File: src/lpc_pkg.sv
`default_nettype none
package lpc_pkg;

    // Fixed point format and loop limits
    localparam int FRAC_BITS = 16;
    localparam int AX_LIMIT  = 655360;

    // Field widths
    localparam int SIG_W   = 24;
    localparam int GAIN_W  = 24;
    localparam int LIM_W   = 23;
    localparam int DT_W    = 16;
    localparam int DEM_W   = 17;
    localparam int ERR_W   = 25;
    localparam int DIFF_W  = 26;
    localparam int INTEG_W = 40;
    localparam int DER_W   = 32;
    localparam int ACC_W   = 64;
    localparam int NUM_W   = DIFF_W + FRAC_BITS;
    localparam int CFG_IDX_W = 3;

    // Configuration register indexes
    typedef enum logic [CFG_IDX_W-1:0] {
        REG_AX_KP       = 3'd0,
        REG_AX_KI       = 3'd1,
        REG_AX_KD       = 3'd2,
        REG_AX_KFF      = 3'd3,
        REG_AX_I_MAX    = 3'd4,
        REG_SPEED_KP    = 3'd5,
        REG_SPEED_KI    = 3'd6,
        REG_SPEED_I_MAX = 3'd7
    } cfg_reg_t;

    // Sequencer states
    typedef enum logic [4:0] {
        ST_IDLE,
        ST_SP_INT,
        ST_SP_INT_W,
        ST_SP_P,
        ST_SP_P_W,
        ST_SP_I,
        ST_SP_I_W,
        ST_AX_E,
        ST_AX_INT,
        ST_AX_INT_W,
        ST_AX_DIV,
        ST_AX_DIV_W,
        ST_AX_P,
        ST_AX_P_W,
        ST_AX_I,
        ST_AX_I_W,
        ST_AX_D,
        ST_AX_D_W,
        ST_AX_F,
        ST_AX_F_W,
        ST_DONE
    } seq_state_t;

    // Serial multiplier control
    typedef struct packed {
        logic start;
        logic clear;
    } mul_cmd_t;

    // Integrator update: add the scaled increment, saturate, then clamp to limit if the gain is set
    function automatic logic signed [INTEG_W-1:0] integ_upd(
        input logic signed [INTEG_W-1:0] acc,
        input logic signed [ACC_W-1:0]   prod,
        input logic [GAIN_W-1:0]         ki,
        input logic [LIM_W-1:0]          lim
    );
        logic signed [ACC_W-1:0]   inc;
        logic signed [INTEG_W+1:0] sum;
        logic signed [INTEG_W+1:0] lim_x;
        logic signed [INTEG_W+1:0] imax_x;
        logic signed [INTEG_W+1:0] imin_x;
        logic signed [INTEG_W+1:0] r;
        inc    = prod >>> FRAC_BITS;
        imax_x = {3'b000, {(INTEG_W-1){1'b1}}};
        imin_x = {3'b111, {(INTEG_W-1){1'b0}}};
        lim_x  = {{(INTEG_W+2-LIM_W){1'b0}}, lim};
        sum    = (INTEG_W+2)'(acc) + inc[INTEG_W+1:0];
        if (sum > imax_x)
            r = imax_x;
        else if (sum < imin_x)
            r = imin_x;
        else
            r = sum;
        if (ki != '0)
        begin
            if (r > lim_x)
                r = lim_x;
            else if (r < -lim_x)
                r = -lim_x;
        end
        return r[INTEG_W-1:0];
    endfunction

endpackage
`default_nettype wire

File: src/lpc_mul.sv
`default_nettype none
module lpc_mul import lpc_pkg::*;
(
    input  wire logic                     clk,
    input  wire logic                     rst_n,
    input  wire mul_cmd_t                 cmd,
    input  wire logic [GAIN_W-1:0]        gain,
    input  wire logic signed [ACC_W-1:0]  opd,
    output logic signed [ACC_W-1:0]       acc,
    output logic                          done
);

    logic                     busy_reg;
    logic                     done_reg;
    logic [GAIN_W-1:0]        gain_reg;
    logic signed [ACC_W-1:0]  opd_reg;
    logic signed [ACC_W-1:0]  acc_reg;
    logic                     last;

    // Finish once no set gain bits remain above the current one
    assign last = (gain_reg[GAIN_W-1:1] == '0);

    // Control: busy while gain bits remain, pulse done once the sum is final
    always_ff @(posedge clk or negedge rst_n)
    begin
        if (!rst_n)
        begin
            busy_reg <= 1'b0;
            done_reg <= 1'b0;
        end
        else
        begin
            done_reg <= 1'b0;
            if (cmd.start)
                busy_reg <= 1'b1;
            else if (busy_reg && last)
            begin
                busy_reg <= 1'b0;
                done_reg <= 1'b1;
            end
        end
    end

    // Datapath: one gain bit a cycle, shift-and-add into the accumulator
    always_ff @(posedge clk)
    begin
        if (cmd.start)
        begin
            gain_reg <= gain;
            opd_reg  <= opd;
            if (cmd.clear)
                acc_reg <= '0;
        end
        else if (busy_reg)
        begin
            if (gain_reg[0])
                acc_reg <= acc_reg + opd_reg;
            gain_reg <= gain_reg >> 1;
            opd_reg  <= opd_reg <<< 1;
        end
    end

    assign acc  = acc_reg;
    assign done = done_reg;

endmodule
`default_nettype wire

File: config.mk
export PLATFORM = sky130hd
export DESIGN_NAME = lpc_mul
export DESIGN_NICKNAME = d
export VERILOG_FILES = /design/src/lpc_pkg.sv /design/src/lpc_mul.sv
export SDC_FILE = /design/constraint.sdc
export NUM_CORES = 1
export LEC_CHECK = 0
export ABC_AREA = 1
export BUFFER_PORTS_ARGS = -buffer_cell sky130_fd_sc_hd__buf_2
export CAP_MARGIN = 10
export CORE_AREA = 2 2 167 169
export CTS_BUF_LIST = sky130_fd_sc_hd__clkbuf_8
export CTS_CLUSTER_DIAMETER = 40
export DETAILED_ROUTE_END_ITERATION = 6
export DIE_AREA = 0 0 169 171
export HOLD_SLACK_MARGIN = 0.08
export PLACE_DENSITY = 0.73
export SETUP_SLACK_MARGIN = 0.3
export SYNTH_ARGS = -nofsm -noshare
export SYNTH_HDL_FRONTEND = slang
export SYNTH_SLANG_ARGS = --single-unit
File: constraint.sdc
create_clock -name clk -period 2.6 [get_ports clk]
set_input_delay 0.78 -clock clk [delete_from_list [all_inputs] [get_ports clk]]
set_output_delay 0.78 -clock clk [all_outputs]
set_load 0.05 [all_outputs]
After elaboration in Yosys (flattened, before gate mapping)
Index checks and enable logic that the tools add are counted.
- register bits: 154
- latch bits: 0
- bits in writable memories: 0
- bits in read-only memories: 0
- bits of input ports: 92
- output and inout port bits: 65
- logic and storage cells: 25
- memories: 0
- $add $sub $neg: 1
- multipliers: 0
- div/mod/pow operators: 0
- $lt $le $gt $ge: 0
- equal/unequal tests: 1
- shifts and indexed selects: 0
- multiplexer cells: 12
- bitwise operators: 0
- reductions and logical operators: 6
- operators with widths (kind ; count):
    two-way mux 64 bit ; 6
    adder 64 bit ; 1
    two-way mux 24 bit ; 2
    logical NOT 23 bit ; 1
    nonzero test 2 bit ; 3
    two-way mux 1 bit ; 4
    AND reduction 3 bit ; 1
    != test 2 bit (second input constant) ; 1
    logical AND 1 bit ; 1

Logic depth before layout (Yosys ltp)
- depth after elaboration: 4
- gate-level depth with buffers: 15
- depth with buffers taken out: 15

Worst setup path after synthesis
Ideal clock, no wire load.
- path type: input port to flip-flop
- from: input cmd[1] in the netlist's numbering
- to: register gain_reg[0], enable pin
- setup time: 0.846 ns
- arrival time: 3.077 ns
- data required time: 1.754 ns
- path slack: -1.324 ns
- stages on the path: 5
- cells stage by stage: buf_2 -> clkinv_1 -> clkbuf_1 -> clkbuf_1 -> nand2_1
- cells in the longest elaborated chain, start to end: 1
- RTL lines (item ; line ; RTL):
    from (decl) ; lpc_mul.sv:6 ; input wire mul_cmd_t cmd,
    nonzero test 2 bit (no source line) ; - ;
    to (signal assigned) ; lpc_mul.sv:49 ; gain_reg <= gain;
    to (signal assigned) ; lpc_mul.sv:58 ; gain_reg <= gain_reg >> 1;
    to (decl) ; lpc_mul.sv:15 ; logic [GAIN_W-1:0] gain_reg;
Every way passes these cells.
A chain may end at the register's enable or synchronous reset.

Worst setup path in the final report
- from: register opd_reg[0]
- to: register acc_reg[34] (netlist: acc[34]) (data pin)
- cells in the longest elaborated chain, start to end: 4
- RTL lines (item ; line ; RTL):
    from (decl) ; lpc_mul.sv:16 ; logic signed [ACC_W-1:0] opd_reg;
    from (signal assigned) ; lpc_mul.sv:50 ; opd_reg <= opd;
    from (signal assigned) ; lpc_mul.sv:59 ; opd_reg <= opd_reg <<< 1;
    adder 64 bit ; lpc_mul.sv:57 ; acc_reg <= acc_reg + opd_reg;
    two-way mux 64 bit ; lpc_mul.sv:56 ; if (gain_reg[0])
    two-way mux 64 bit ; lpc_mul.sv:54 ; else if (busy_reg)
    two-way mux 64 bit ; lpc_mul.sv:47 ; if (cmd.start)
    to (signal assigned) ; lpc_mul.sv:57 ;
    to (decl) ; lpc_mul.sv:17 ; logic signed [ACC_W-1:0] acc_reg;
Every way passes these cells. The select of a mux whose other input is x is not followed.

==> key figures <==
Clock network
  • Clock Tree Buf Depth: 2
  • CTS tree: done
  • Clock sink count: 154
  • Num CTS Buffers: 17
  • H-tree levels: 4
  • Root buf cell: clkbuf_8
  • CTS clock-pin slew for the worst setup and hold paths: 0.12 ns
  • Worst-Skew Late Latency: 0.52 ns

Route
  • Drt pass-1 iters: 6
  • Routed len/inst: 16.7 um
  • Top layer in use: met4
  • Wire length on met1: 17,600 um
  • Routed WL: 39,500 um
  • Via/cell ratio: 5.02
  • DRC: 0
  • Post-DRT Antenna Nets: 0
  • DRT iter0 DRCs: 829
  • Vias after detailed routing: 11,900
  • Met2 WL post-DR: 18,300 um
  • Detailed route wirelength on metal3: 2290 um

Timing
  • Worst hold slack: 0.508 ns
  • Final Cycle Share: 87.5%
  • Post-layout min period: 2.27 ns
  • Slew headroom: 65.8%
  • Max-slew violations: 0
  • Final setup TNS: 0 ns
  • Fmax: 0.440 GHz
  • Worst Clk Skew: 0.0231 ns
  • Final hold vios: 0
  • RSZ-0062 raised after global routing: true
  • Worst-Margin Slew: 0.513 ns
  • Final setup margin: 0.326 ns
  • Final setup vio count: 0

Cells and area
  • Area delta synth->final: 26.7%
  • Most frequent cells in the layout: nand2_1, inv_1, buf_2
  • Layout cell share with drive strength beyond 1: 24.9%
  • Post-route cell area: 15,300 sq um
  • Final net count: 2,158
  • Most common cell after layout, fill and taps aside: nand2_1
  • Inserted Diodes: 0
  • Non-filler cells, final: 2,361

Floorplanning
  • I/O pin count: 157
  • Starting Density: 44.1%
  • Die width: 169 um
  • Core region area: 27,300 sq um
  • Cell Rows: 61
  • Die area: 28,900 sq um
  • Die height: 171 um

Power and ir drop
  • Maximum vdd ir drop: 0.370 mV
  • Cell Pwr Density: 690 nW/um^2
  • Lkg Pwr: 7.95 nW

Min path
  • Hold crit path type: in2reg
  • Hold Path Depth: 3

Yosys
  • Mapped Cells: 1,803
  • Ys async rst share: 1.30%
  • Synth Cell Area: 12,100 sq um
  • Unique masters post-synth: 33
  • Syn_area_per_cell: 6.69 sq um
  • Sequential area share after synthesis: 38.3%
  • Yosys warning count: 0
  • Seq cells post-synth: 154
  • Syn nets: 1,959
  • Top_reg_cell synth: edfxtp_1
  • Post-synth EDFFs: 152

Placed design
  • Routability Congestion: 0.961
  • PortBufs: 156
  • Placed inst area: 13,400 sq um
  • Dpl ws: 0.114 ns
  • DP Cell Count: 2,303
  • DP Wirelength: 30,200 um

Global route
  • First-pass GRT wire length: 59,000 um
  • Vias in the first global route: 11,100
  • Global-route total usage across every layer: 26.7%
  • Remaining Overflow, GRT: 0
  • Initial antenna violation count: 0
  • Largest net degree at the start of global routing: 65

Critical path
  • Setup Crit Path Kind: reg2reg
  • CP endpoint kind: register
  • Worst EP required: 2.88 ns
  • Crit path max fanout: 4
  • CP Launch Type: register
  • R2R cell count: 11
  • Worst path arrival time: 2.56 ns

Run
  • Maxcap violations: 0

Run status
  • Status: completed
[cell families (layout without fill, tap and decap cells)]
family                     after synthesis  in the layout  share of synthesized area, %
AOI/OAI and AO/OA                      142            142                          6.10
and+or+nand+nor                       1085           1085                          37.7
DFF                                    154            154                          38.3
adders and majority gates               64             64                          6.70
xor gates and xnor gates                 1              1                        0.0727
buffers and inverters                  357            569                          11.2
[timing repair]
item	CTS	global route
resized for setup	44	190
hold endpoints to repair	2	0
setup buffers	4	21
endpoints found under the setup margin	26	46
pin swaps	4	20
hold buffers	1	0
[worst max-delay path, stage by stage, from the launching register on]
cell	delay [ns]
edfxtp_1	0.45
ha_4	0.19
fa_2	0.40
buf_4	0.16
nand3_1	0.13
nand3_4	0.15
nand2_1	0.10
nand2_2	0.11
a21oi_2	0.17
nand2_1	0.07
nand2_1	0.06
nor2_1	0.04
[final cells by class]
type | instances | area, sq um
sequential | 154 | 4610
clock inverter | 15 | 168
multi-input combinational | 1292 | 7370
tap | 346 | 433
timing repair buffer | 206 | 1200
inverter | 331 | 1260
fill | 2698 | 12000
clock buffer | 17 | 234
[power by group]
part           leakage, nW  internal, W  total (W)  switching, W
Clock                0.202     0.000732    0.00193       0.00120
Combinational         6.10      0.00172    0.00516       0.00345
Sequential            1.65      0.00314    0.00345      0.000302
[routing by layer]
metal	global-route usage, %	vias to the layer above
met1	35.4	5427
li1	-	5999
met5	0	-
met4	9.03	0
met3	5.48	59
met2	43.7	373
[synthesized netlist by cell type (8+ instances only)]
library cell | count | share of area (%)
a21oi_1 | 94 | 3.9
nand2_2 | 32 | 1.7
edfxtp_1 | 152 | 38
nand3_1 | 53 | 2.2
o21ai_0 | 39 | 1.6
nand3_2 | 12 | 1.0
clkbuf_1 | 19 | 0.59
inv_1 | 323 | 10
ha_1 | 63 | 6.5
nor2_2 | 22 | 1.1
nand4_1 | 15 | 0.78
nand2_1 | 789 | 25
and3_1 | 8 | 0.42
nor2_1 | 121 | 3.8
[final timing paths]
check / from / endpoint / slack, ns
max reg2reg: opd_reg[0] / acc[34] / 0.33
max: opd_reg[0] / acc[34] / 0.33
min: opd[0] / opd_reg[0] / 0.51
min in group asynchronous: rst_n / busy_reg / 0.60
max in group asynchronous: rst_n / done / 1.90
min reg2reg: gain_reg[8] / gain_reg[7] / 0.55
[per-stage QoR]
step                utilization, %  power, W
detailed placement            49.2   0.00774
CTS                           51.4   0.00977
global route                  55.9    0.0112
floorplan                        -   0.00643
finish                        55.9    0.0105
global placement              49.2   0.00771
Power figures use the tool's default switching activity.
