===== src/lpc_pkg.sv =====
`default_nettype none
package lpc_pkg;

    // Fixed point format and loop limits
    localparam int FRAC_BITS = 16;
    localparam int AX_LIMIT  = 655360;

    // Field widths
    localparam int SIG_W   = 24;
    localparam int GAIN_W  = 24;
    localparam int LIM_W   = 23;
    localparam int DT_W    = 16;
    localparam int DEM_W   = 17;
    localparam int ERR_W   = 25;
    localparam int DIFF_W  = 26;
    localparam int INTEG_W = 40;
    localparam int DER_W   = 32;
    localparam int ACC_W   = 64;
    localparam int NUM_W   = DIFF_W + FRAC_BITS;
    localparam int CFG_IDX_W = 3;

    // Configuration register indexes
    typedef enum logic [CFG_IDX_W-1:0] {
        REG_AX_KP       = 3'd0,
        REG_AX_KI       = 3'd1,
        REG_AX_KD       = 3'd2,
        REG_AX_KFF      = 3'd3,
        REG_AX_I_MAX    = 3'd4,
        REG_SPEED_KP    = 3'd5,
        REG_SPEED_KI    = 3'd6,
        REG_SPEED_I_MAX = 3'd7
    } cfg_reg_t;

    // Sequencer states
    typedef enum logic [4:0] {
        ST_IDLE,
        ST_SP_INT,
        ST_SP_INT_W,
        ST_SP_P,
        ST_SP_P_W,
        ST_SP_I,
        ST_SP_I_W,
        ST_AX_E,
        ST_AX_INT,
        ST_AX_INT_W,
        ST_AX_DIV,
        ST_AX_DIV_W,
        ST_AX_P,
        ST_AX_P_W,
        ST_AX_I,
        ST_AX_I_W,
        ST_AX_D,
        ST_AX_D_W,
        ST_AX_F,
        ST_AX_F_W,
        ST_DONE
    } seq_state_t;

    // Serial multiplier control
    typedef struct packed {
        logic start;
        logic clear;
    } mul_cmd_t;

    // Integrator update: add the scaled increment, saturate, then clamp to limit if the gain is set
    function automatic logic signed [INTEG_W-1:0] integ_upd(
        input logic signed [INTEG_W-1:0] acc,
        input logic signed [ACC_W-1:0]   prod,
        input logic [GAIN_W-1:0]         ki,
        input logic [LIM_W-1:0]          lim
    );
        logic signed [ACC_W-1:0]   inc;
        logic signed [INTEG_W+1:0] sum;
        logic signed [INTEG_W+1:0] lim_x;
        logic signed [INTEG_W+1:0] imax_x;
        logic signed [INTEG_W+1:0] imin_x;
        logic signed [INTEG_W+1:0] r;
        inc    = prod >>> FRAC_BITS;
        imax_x = {3'b000, {(INTEG_W-1){1'b1}}};
        imin_x = {3'b111, {(INTEG_W-1){1'b0}}};
        lim_x  = {{(INTEG_W+2-LIM_W){1'b0}}, lim};
        sum    = (INTEG_W+2)'(acc) + inc[INTEG_W+1:0];
        if (sum > imax_x)
            r = imax_x;
        else if (sum < imin_x)
            r = imin_x;
        else
            r = sum;
        if (ki != '0)
        begin
            if (r > lim_x)
                r = lim_x;
            else if (r < -lim_x)
                r = -lim_x;
        end
        return r[INTEG_W-1:0];
    endfunction

endpackage
`default_nettype wire


===== src/lpc_div.sv =====
`default_nettype none
module lpc_div import lpc_pkg::*;
(
    input  wire logic               clk,
    input  wire logic               rst_n,
    input  wire logic               start,
    input  wire logic [NUM_W-1:0]   num,
    input  wire logic [DT_W-1:0]    den,
    output logic [NUM_W-1:0]        quo,
    output logic                    done
);

    localparam int CNT_W = $clog2(NUM_W);

    logic               busy_reg;
    logic               done_reg;
    logic [CNT_W-1:0]   cnt_reg;
    logic [NUM_W-1:0]   q_reg;
    logic [DT_W-1:0]    rem_reg;
    logic [DT_W-1:0]    den_reg;
    logic [DT_W:0]      trial;
    logic               fits;

    // Restoring step: bring down one numerator bit, subtract if it fits
    assign trial = {rem_reg, q_reg[NUM_W-1]};
    assign fits  = (trial >= {1'b0, den_reg});

    always_ff @(posedge clk or negedge rst_n)
    begin
        if (!rst_n)
        begin
            busy_reg <= 1'b0;
            done_reg <= 1'b0;
            cnt_reg  <= '0;
        end
        else
        begin
            done_reg <= 1'b0;
            if (start)
            begin
                busy_reg <= 1'b1;
                cnt_reg  <= '0;
            end
            else if (busy_reg)
            begin
                cnt_reg <= cnt_reg + 1'b1;
                if (cnt_reg == CNT_W'(NUM_W - 1))
                begin
                    busy_reg <= 1'b0;
                    done_reg <= 1'b1;
                end
            end
        end
    end

    always_ff @(posedge clk)
    begin
        if (start)
        begin
            q_reg   <= num;
            rem_reg <= '0;
            den_reg <= den;
        end
        else if (busy_reg)
        begin
            q_reg   <= {q_reg[NUM_W-2:0], fits};
            rem_reg <= fits ? DT_W'(trial - {1'b0, den_reg}) : trial[DT_W-1:0];
        end
    end

    assign quo  = q_reg;
    assign done = done_reg;

endmodule
`default_nettype wire


===== config.mk =====
export PLATFORM = sky130hd
export DESIGN_NAME = lpc_div
export DESIGN_NICKNAME = d
export VERILOG_FILES = /design/src/lpc_pkg.sv /design/src/lpc_div.sv
export SDC_FILE = /design/constraint.sdc
export NUM_CORES = 1
export LEC_CHECK = 0
export BUFFER_PORTS_ARGS = -buffer_cell sky130_fd_sc_hd__clkbuf_2
export CAP_MARGIN = 20
export CORE_UTILIZATION = 30
export CTS_CLUSTER_SIZE = 14
export DETAILED_ROUTE_END_ITERATION = 16
export SLEW_MARGIN = 30
export SYNTH_ARGS = -nofsm -noshare
export SYNTH_HDL_FRONTEND = slang
export SYNTH_SLANG_ARGS = --single-unit

===== constraint.sdc =====
create_clock -name clk -period 3.1 [get_ports clk]
set_input_delay 0.155 -clock clk [delete_from_list [all_inputs] [get_ports clk]]
set_output_delay 0.155 -clock clk [all_outputs]
set_load 0.01 [all_outputs]

# After elaboration in Yosys (flattened, before gate mapping)
# Index checks and enable logic that the tools add are counted.
[op_classes]
magnitude_cmp = 1
bitwise = 0
muxes = 11
n_mul = 0
n_div = 0
eq_ne = 1
addsub = 2
n_reduce_logical = 1
n_shift = 0
[ops]
columns = ["operator", "count"]
rows = [
  ["$mux W42", 2],
  ["$ge A17 B16 Y1", 1],
  ["$mux W16", 1],
  ["$sub A16 B16 Y16", 1],
  ["$mux W6", 2],
  ["$add A6 B1 Y6 const B", 1],
  ["$eq A6 B6 Y1 const B", 1],
  ["$mux W1", 6],
  ["$reduce_bool A2 Y1", 1],
]
[word_totals]
ff_bits = 82
ramBits = 0
out_inout_bits = 43
rom_bits = 0
elab_cells = 22
mem_count = 0
latchBits = 0
inputBits = 61

# Depth between registers and ports, before layout
# Gate-level depths: netlist of the first run.
[logic_depth]
depth_word = 4
depth_mapped = 10

# Worst setup path after synthesis of the first run
# OpenSTA, ideal clock, no wires.
[synth_timing]
path_type = "flip-flop to flip-flop"
from = "reg den_reg[14]"
to = "reg q_reg[0], in the netlist quo[0] (data pin)"
t_required_ns = 2.840
slack_ns = 0.901
setup_time_ns = 0.260
path_stages_with_launch = 8
t_arrival_ns = 1.939
period_less_slack_ns = 2.199
path_cell_list = "edfxtp_1 -> inv_1 -> ha_1 -> a21o_1 -> a211oi_1 -> o41a_1 -> nand2_1 -> mux2_2"
[synth_via]
elab_chain_cells = 3
[synth_rtl]
columns = ["element", "line", "source"]
rows = [
  ["from (decl)", "lpc_div.sv:20", "logic [DT_W-1:0] den_reg;"],
  ["from (signal assigned)", "lpc_div.sv:62", "den_reg <= den;"],
  ["$ge A17 B16 Y1", "lpc_div.sv:26", "assign fits = (trial >= {1'b0, den_reg});"],
  ["$mux W42", "lpc_div.sv:64", "else if (busy_reg)"],
  ["$mux W42", "lpc_div.sv:58", "if (start)"],
  ["to (signal assigned)", "lpc_div.sv:60", "q_reg <= num;"],
  ["to (signal assigned)", "lpc_div.sv:66", "q_reg <= {q_reg[NUM_W-2:0], fits};"],
  ["to (decl)", "lpc_div.sv:18", "logic [NUM_W-1:0] q_reg;"],
]
# No other way between the ends. The select of a mux whose other input is x is not followed.
# A chain may end at the register's enable or synchronous reset.

# Worst setup path after layout of the first run
[layout_timing]
from = "reg rem_reg[5]"
to = "reg q_reg[0], in the netlist quo[0] (data pin)"
[layout_via]
elab_chain_cells = 3
[layout_rtl]
columns = ["element", "line", "source"]
rows = [
  ["from (decl)", "lpc_div.sv:19", "logic [DT_W-1:0] rem_reg;"],
  ["from (signal assigned)", "lpc_div.sv:67", "rem_reg <= fits ? DT_W'(trial - {1'b0, den_reg}) : trial[DT_W-1:0];"],
  ["$ge A17 B16 Y1", "lpc_div.sv:26", ""],
  ["$mux W42", "lpc_div.sv:64", ""],
  ["$mux W42", "lpc_div.sv:58", ""],
]
# No other way between the ends. The select of a mux whose other input is x is not followed.

==> results.cfg, run 1 <==
[run_status]
outcome = complete, no violations

[grt]
grt_use_total_pct = 14.8
grt_max_degree = 79
grt_pass1_wl_mm = 16.8
antenna_found_initial = 0
grt.overflow.total = 0
grt_pass1_vias = 3346

[synthesis]
yosysWarnings = 0
synth_top_cell_area_share_pct = 40.2
ys_types = 59
seq_area_frac_synth_pct = 52.2
synth_enable_flop_cells = 58
synth.avg_cell_area_um2 = 12.2
synth-seq-cells = 82
synth_top_area_cell = edfxtp_1
synth_area_um2 = 4330
synthArstFlopShare_pct = 9.76
ys.flop_type = edfxtp_1
synth_area_leaders = edfxtp_1, mux2_2, dfxtp_1
synth.net_count = 434
synthCells = 354

[power]
switching_share_pct = 33.5
p_clk_share_pct = 27.2
leakage_nw = 2.34
ir_drop_v = 0.000333
power_density_nw_per_um2 = 706
p_int_mw = 2.56
switchingPower_mw = 1.29
p_comb_share_pct = 33.9
p_seq_share_pct = 38.9

[placement]
dpl_cell_area_um2 = 4990
pre_cts_ws_ns = 0.500
place_congestion = 0.829
io_buffers = 103
post-place-cells = 629
dp.final_hpwl_mm = 7.57

[timing]
setup_tns_ns = 0
tightestPinTransition_ns = 0.707
fin_ws_ns = 0.427
max_freq_ghz = 0.374
rsz0062_at_grt = no
slew_violations = 0
maxSlewHeadroom_pct = 52.7
setup_viol = 0
finalCritPeriodShare_pct = 86.2
skew_ns = 0.00328
hold_viol = 0
finalCriticalPeriod_ns = 2.67

[final_layout]
final_cells = 660
drive_above_1_share_pct = 36.5
final_net_count = 555
largest_register_ffs = 42
design_area_um2 = 5450
area_delta_synth_final_pct = 25.9
final_cell_mix = clkbuf_2, edfxtp_1, mux2_2, nor2_1, inv_1
layout_commonest_cell = clkbuf_2
diodes = 0

[routing]
initialDrtViolationCount = 210
wl_per_cell_um = 15.8
ant_nets = 0
wl_mm = 10.4
avgViaCountPerCell = 5.05
route.detailed.drc = 0
num_vias = 3332
drtPass1Iterations = 4

[floorplanning]
die_y_um = 122
core_um2 = 14000
rows = 43
die_w_um = 122
die_area_um2 = 14900
start_util_pct = 31.0
io-pin-count = 104

[setup_path]
cp.required_ns = 3.19
crit_fanout = 15
criticalPathCategory = flop to flop
cp_cell_sequence = ha_1 -> a21oi_1 -> o21ai_0 -> or2_2 -> o211ai_4 -> nand2_1 -> mux2_2
critical_path.startpoint_type = flop
worst_ep_arrival_time_ns = 2.76
r2r_setup_slack_ns = 0.43
slowest_delay_ns = 0.40
cp_slowest_cell = ha_1
end_kind = flop

[cts]
clockBufferDepth = 2
cts.sinks = 82
clk_pin_slew_ns = 0.06
cts_inserted_buffers = 9
clk_latency_ns = 0.34
cts_tree = built
htreeDepth = 3
clockRootBuffer = clkbuf_16
cts_setup_buffers = 0
postCtsResizedCells = 0

[worst_hold_path]
hold_path.class = input pin to flop

[job]
cap_violations = 0
==> cells by family after synthesis <==
group                    share of synthesized area, %
AO/OA/AOI/OAI                                    14.3
flip-flops                                       52.2
AND/OR/NAND/NOR                                  9.07
multiplexers                                     10.9
buffers and inverters                            4.54
adder cells (fa/ha/maj)                          5.66
XOR/XNOR                                         3.24
==> critical path, delay by kind of cell, from the launching register on <==
family                     cells  cell delay [ns]
DFF                            1             0.34
adders and majority gates      1             0.40
and+or+nand+nor                2             0.52
muxes                          1             0.29
AOI/OAI and AO/OA              3             0.87
==> metrics by stage <==
stage / util, % / power (mW) / hold WS (ns)
floorplan: - / 2.43 / -0.141
global placement: 35.7 / 2.78 / 0.00869
detailed placement: 35.7 / 2.79 / 0.0197
CTS: 38.8 / 3.86 / 0.00798
global route: 39.0 / 4.07 / 0.00519
finish: 39.0 / 3.85 / 0.0134
==> Yosys cell counts (all sizes together), types with 2 or more instances <==
cell type / n
edfxtp: 58
mux2: 42
nor2: 31
inv: 22
o21ai: 20
ha: 18
dfxtp: 16
nand2: 12
clkbuf: 11
a21oi: 10
xnor2: 9
dfrtp: 8
nand4: 8
a211oi: 7
a311oi: 7
o211ai: 7
xor2: 7
nand3: 6
o41ai: 4
a21o: 3
a31oi: 3
o21a: 3
o21bai: 3
a2111oi: 2
a211o: 2
a21boi: 2
and2: 2
and3: 2
buf: 2
nand2b: 2
nor2b: 2
nor3: 2
nor4: 2
o211a: 2
or2: 2
or3: 2
==> power by group through the flow <==
stage               registers (mW)  logic (mW)  clock network [mW]
finish                        1.50        1.31                1.05
global route                  1.52        1.44                1.11
CTS                           1.50        1.29                1.07
detailed placement            1.52        1.27                   0
global placement              1.52        1.26                   0
floorplan                     1.50       0.932                   0
==> metal layers <==
layer	track usage, %	wire length, µm
met2	23.3	4860
met1	17.8	4410
met4	6.63	274
met3	5.62	873
met5	0	0
==> path summary, 6_finish.rpt <==
check	cells past startpoint	endpoint	start
setup / recovery	7	quo[0]	rem_reg[5]
hold / removal	1	den_reg[1]	den[1]
setup reg to reg	7	quo[0]	rem_reg[5]
hold reg to reg	2	rem_reg[15]	rem_reg[15]
max in group asynchronous	2	busy_reg	rst_n
min in group asynchronous	2	cnt_reg[2]	rst_n
==> area by class of cell <==
| type | count | area (µm²) |
|---|---|---|
| sequential | 82 | 2260 |
| fill | 1360 | 8540 |
| tap | 180 | 225 |
| clock inverter | 5 | 55.1 |
| multi-input combinational | 237 | 1870 |
| clock buffer | 11 | 233 |
| timing repair buffer | 123 | 721 |
| inverter | 22 | 82.6 |
==> what timing repair did <==
item | CTS | global route
hold buffers | 14 | 0
endpoints found under the setup margin | 0 | 0
hold endpoints to repair | 21 | 0
(Power assumes the default switching activity.)
==> inputs of run 2 (changes only) <==
Settings changed: CELL_PAD_IN_SITES_DETAIL_PLACEMENT set to 0, CELL_PAD_IN_SITES_GLOBAL_PLACEMENT set to 1, CORE_UTILIZATION 30 to 42, PLACE_DENSITY_LB_ADDON set to 0.1.
==> results.cfg, run 2 (synthesis gave the netlist of run 1 again) <==
[run_status]
outcome = complete, no violations

[timing]
setup_tns_ns = 0
rsz0062_at_grt = no
setup_viol = 0
maxSlewHeadroom_pct = 57.6
skew_ns = 0.00534
finalCritPeriodShare_pct = 83.9
hold_ws_ns = 0.101
max_freq_ghz = 0.384
tightestPinTransition_ns = 0.634
fin_ws_ns = 0.499
hold_viol = 0
slew_violations = 0
finalCriticalPeriod_ns = 2.60

[floorplanning]
core_um2 = 9860
die_w_um = 104
die_y_um = 104
die_area_um2 = 10700
rows = 36
start_util_pct = 43.9
io-pin-count = 104

[placement]
place_congestion = 0.790
dp.final_hpwl_mm = 6.82
io_buffers = 103
pre_cts_ws_ns = 0.516

[grt]
grt_max_degree = 79
grt_pass1_vias = 3327
grt_pass1_wl_mm = 16.0
grt_use_total_pct = 18.8
grt.overflow.total = 0
antenna_found_initial = 0

[worst_hold_path]
hold_end = quo[9]
whs_path_depth = 2
min_from = num[9]
hold_path.class = input pin to flop

[final_layout]
fillCellCount = 911
largest_register_ffs = 42
layout_commonest_cell = clkbuf_2
drive_above_1_share_pct = 36.6
diodes = 0
final_net_count = 558
area_delta_synth_final_pct = 23.4
final_core_util_pct = 54.2
final_cell_mix = clkbuf_2, edfxtp_1, mux2_2, nor2_1, inv_1

[setup_path]
cp_cell_sequence = ha_1 -> a21oi_1 -> o21ai_0 -> or2_2 -> o211ai_4 -> nand2_1 -> mux2_2
cp.required_ns = 3.21
crit_fanout = 15
r2r_setup_slack_ns = 0.50
critical_path.startpoint_type = flop
rr_startpoint = rem_reg[5]
worst_ep_arrival_time_ns = 2.71
slowest_delay_ns = 0.41
startpoint = rem_reg[5]
end_kind = flop
cp_slowest_cell = o211ai_4
r2r_end = quo[0]
criticalPathCategory = flop to flop
rr_worst_depth = 7

[routing]
avgViaCountPerCell = 5.21
drtPass1Iterations = 4
ant_nets = 0
wl_mm = 9.53
num_vias = 3209
initialDrtViolationCount = 136
wl_per_cell_um = 15.5
route.detailed.drc = 0

[cts]
cts_inserted_buffers = 9
cts.sinks = 82
clockRootBuffer = clkbuf_8
clockBufferDepth = 2
clk_latency_ns = 0.34
cts_tree = built
cts_setup_buffers = 0
postCtsResizedCells = 0
clk_pin_slew_ns = 0.09
htreeDepth = 3

[power]
total_power_mw = 3.64
power_density_nw_per_um2 = 681
leakage_nw = 2.32
ir_drop_v = 0.000263

[job]
cap_violations = 0
run 2: report_power, final:
part / switching [mW] / internal (mW)
registers: 0.127 / 1.36
clock network: 0.397 / 0.457
logic: 0.722 / 0.579
total: 1.25 / 2.39
run 2: worst max-delay path by stage:
stage	end	slack, ns	cells after the start
final	quo[0]	0.50	7
after global routing	quo[0]	0.24	7
after CTS	quo[0]	0.49	7
after detailed placement	quo[0]	0.52	7
after global placement	quo[0]	0.55	8
after floorplan	quo[0]	0.90	7
run 2: final cells by class:
class                           instances  area [µm²]  share of cell area, %
Multi-Input combinational cell        237        1870                   35.0
Timing Repair Buffer                  126         743                   13.9
Clock inverter                          6        90.1                   1.69
Clock buffer                           10         128                   2.39
Tap cell                              133         166                   3.11
Sequential cell                        82        2260                   42.3
Inverter                               22        82.6                   1.55
run 2: through the flow:
stage	instances	area (µm²)
2_1_floorplan	354	4330
3_3_place_gp	583	4960
3_5_place_dp	583	4960
4_1_cts	616	5340
5_1_grt	616	5340
6_report	616	5340
run 2: repair_timing:
action / 4_1_cts / 5_1_grt
endpoints found under the setup margin: 0 / 0
endpoints found under the hold margin: 24 / 0
hold buffers: 17 / 0
run 2: worst max-delay path: cells and delay by family (launching register included):
family,cells,cell delay (ns)
AND/OR/NAND/NOR,2,0.53
AO/OA/AOI/OAI,3,0.82
adder cells (fa/ha/maj),1,0.39
flip-flops,1,0.34
multiplexers,1,0.29
run 2: layer usage:
metal | global-route usage [%] | part of all wire, %
met4 | 8.39 | 2.4
met1 | 24.7 | 46
met5 | 0 | 0
met3 | 5.22 | 7.3
met2 | 28.8 | 44
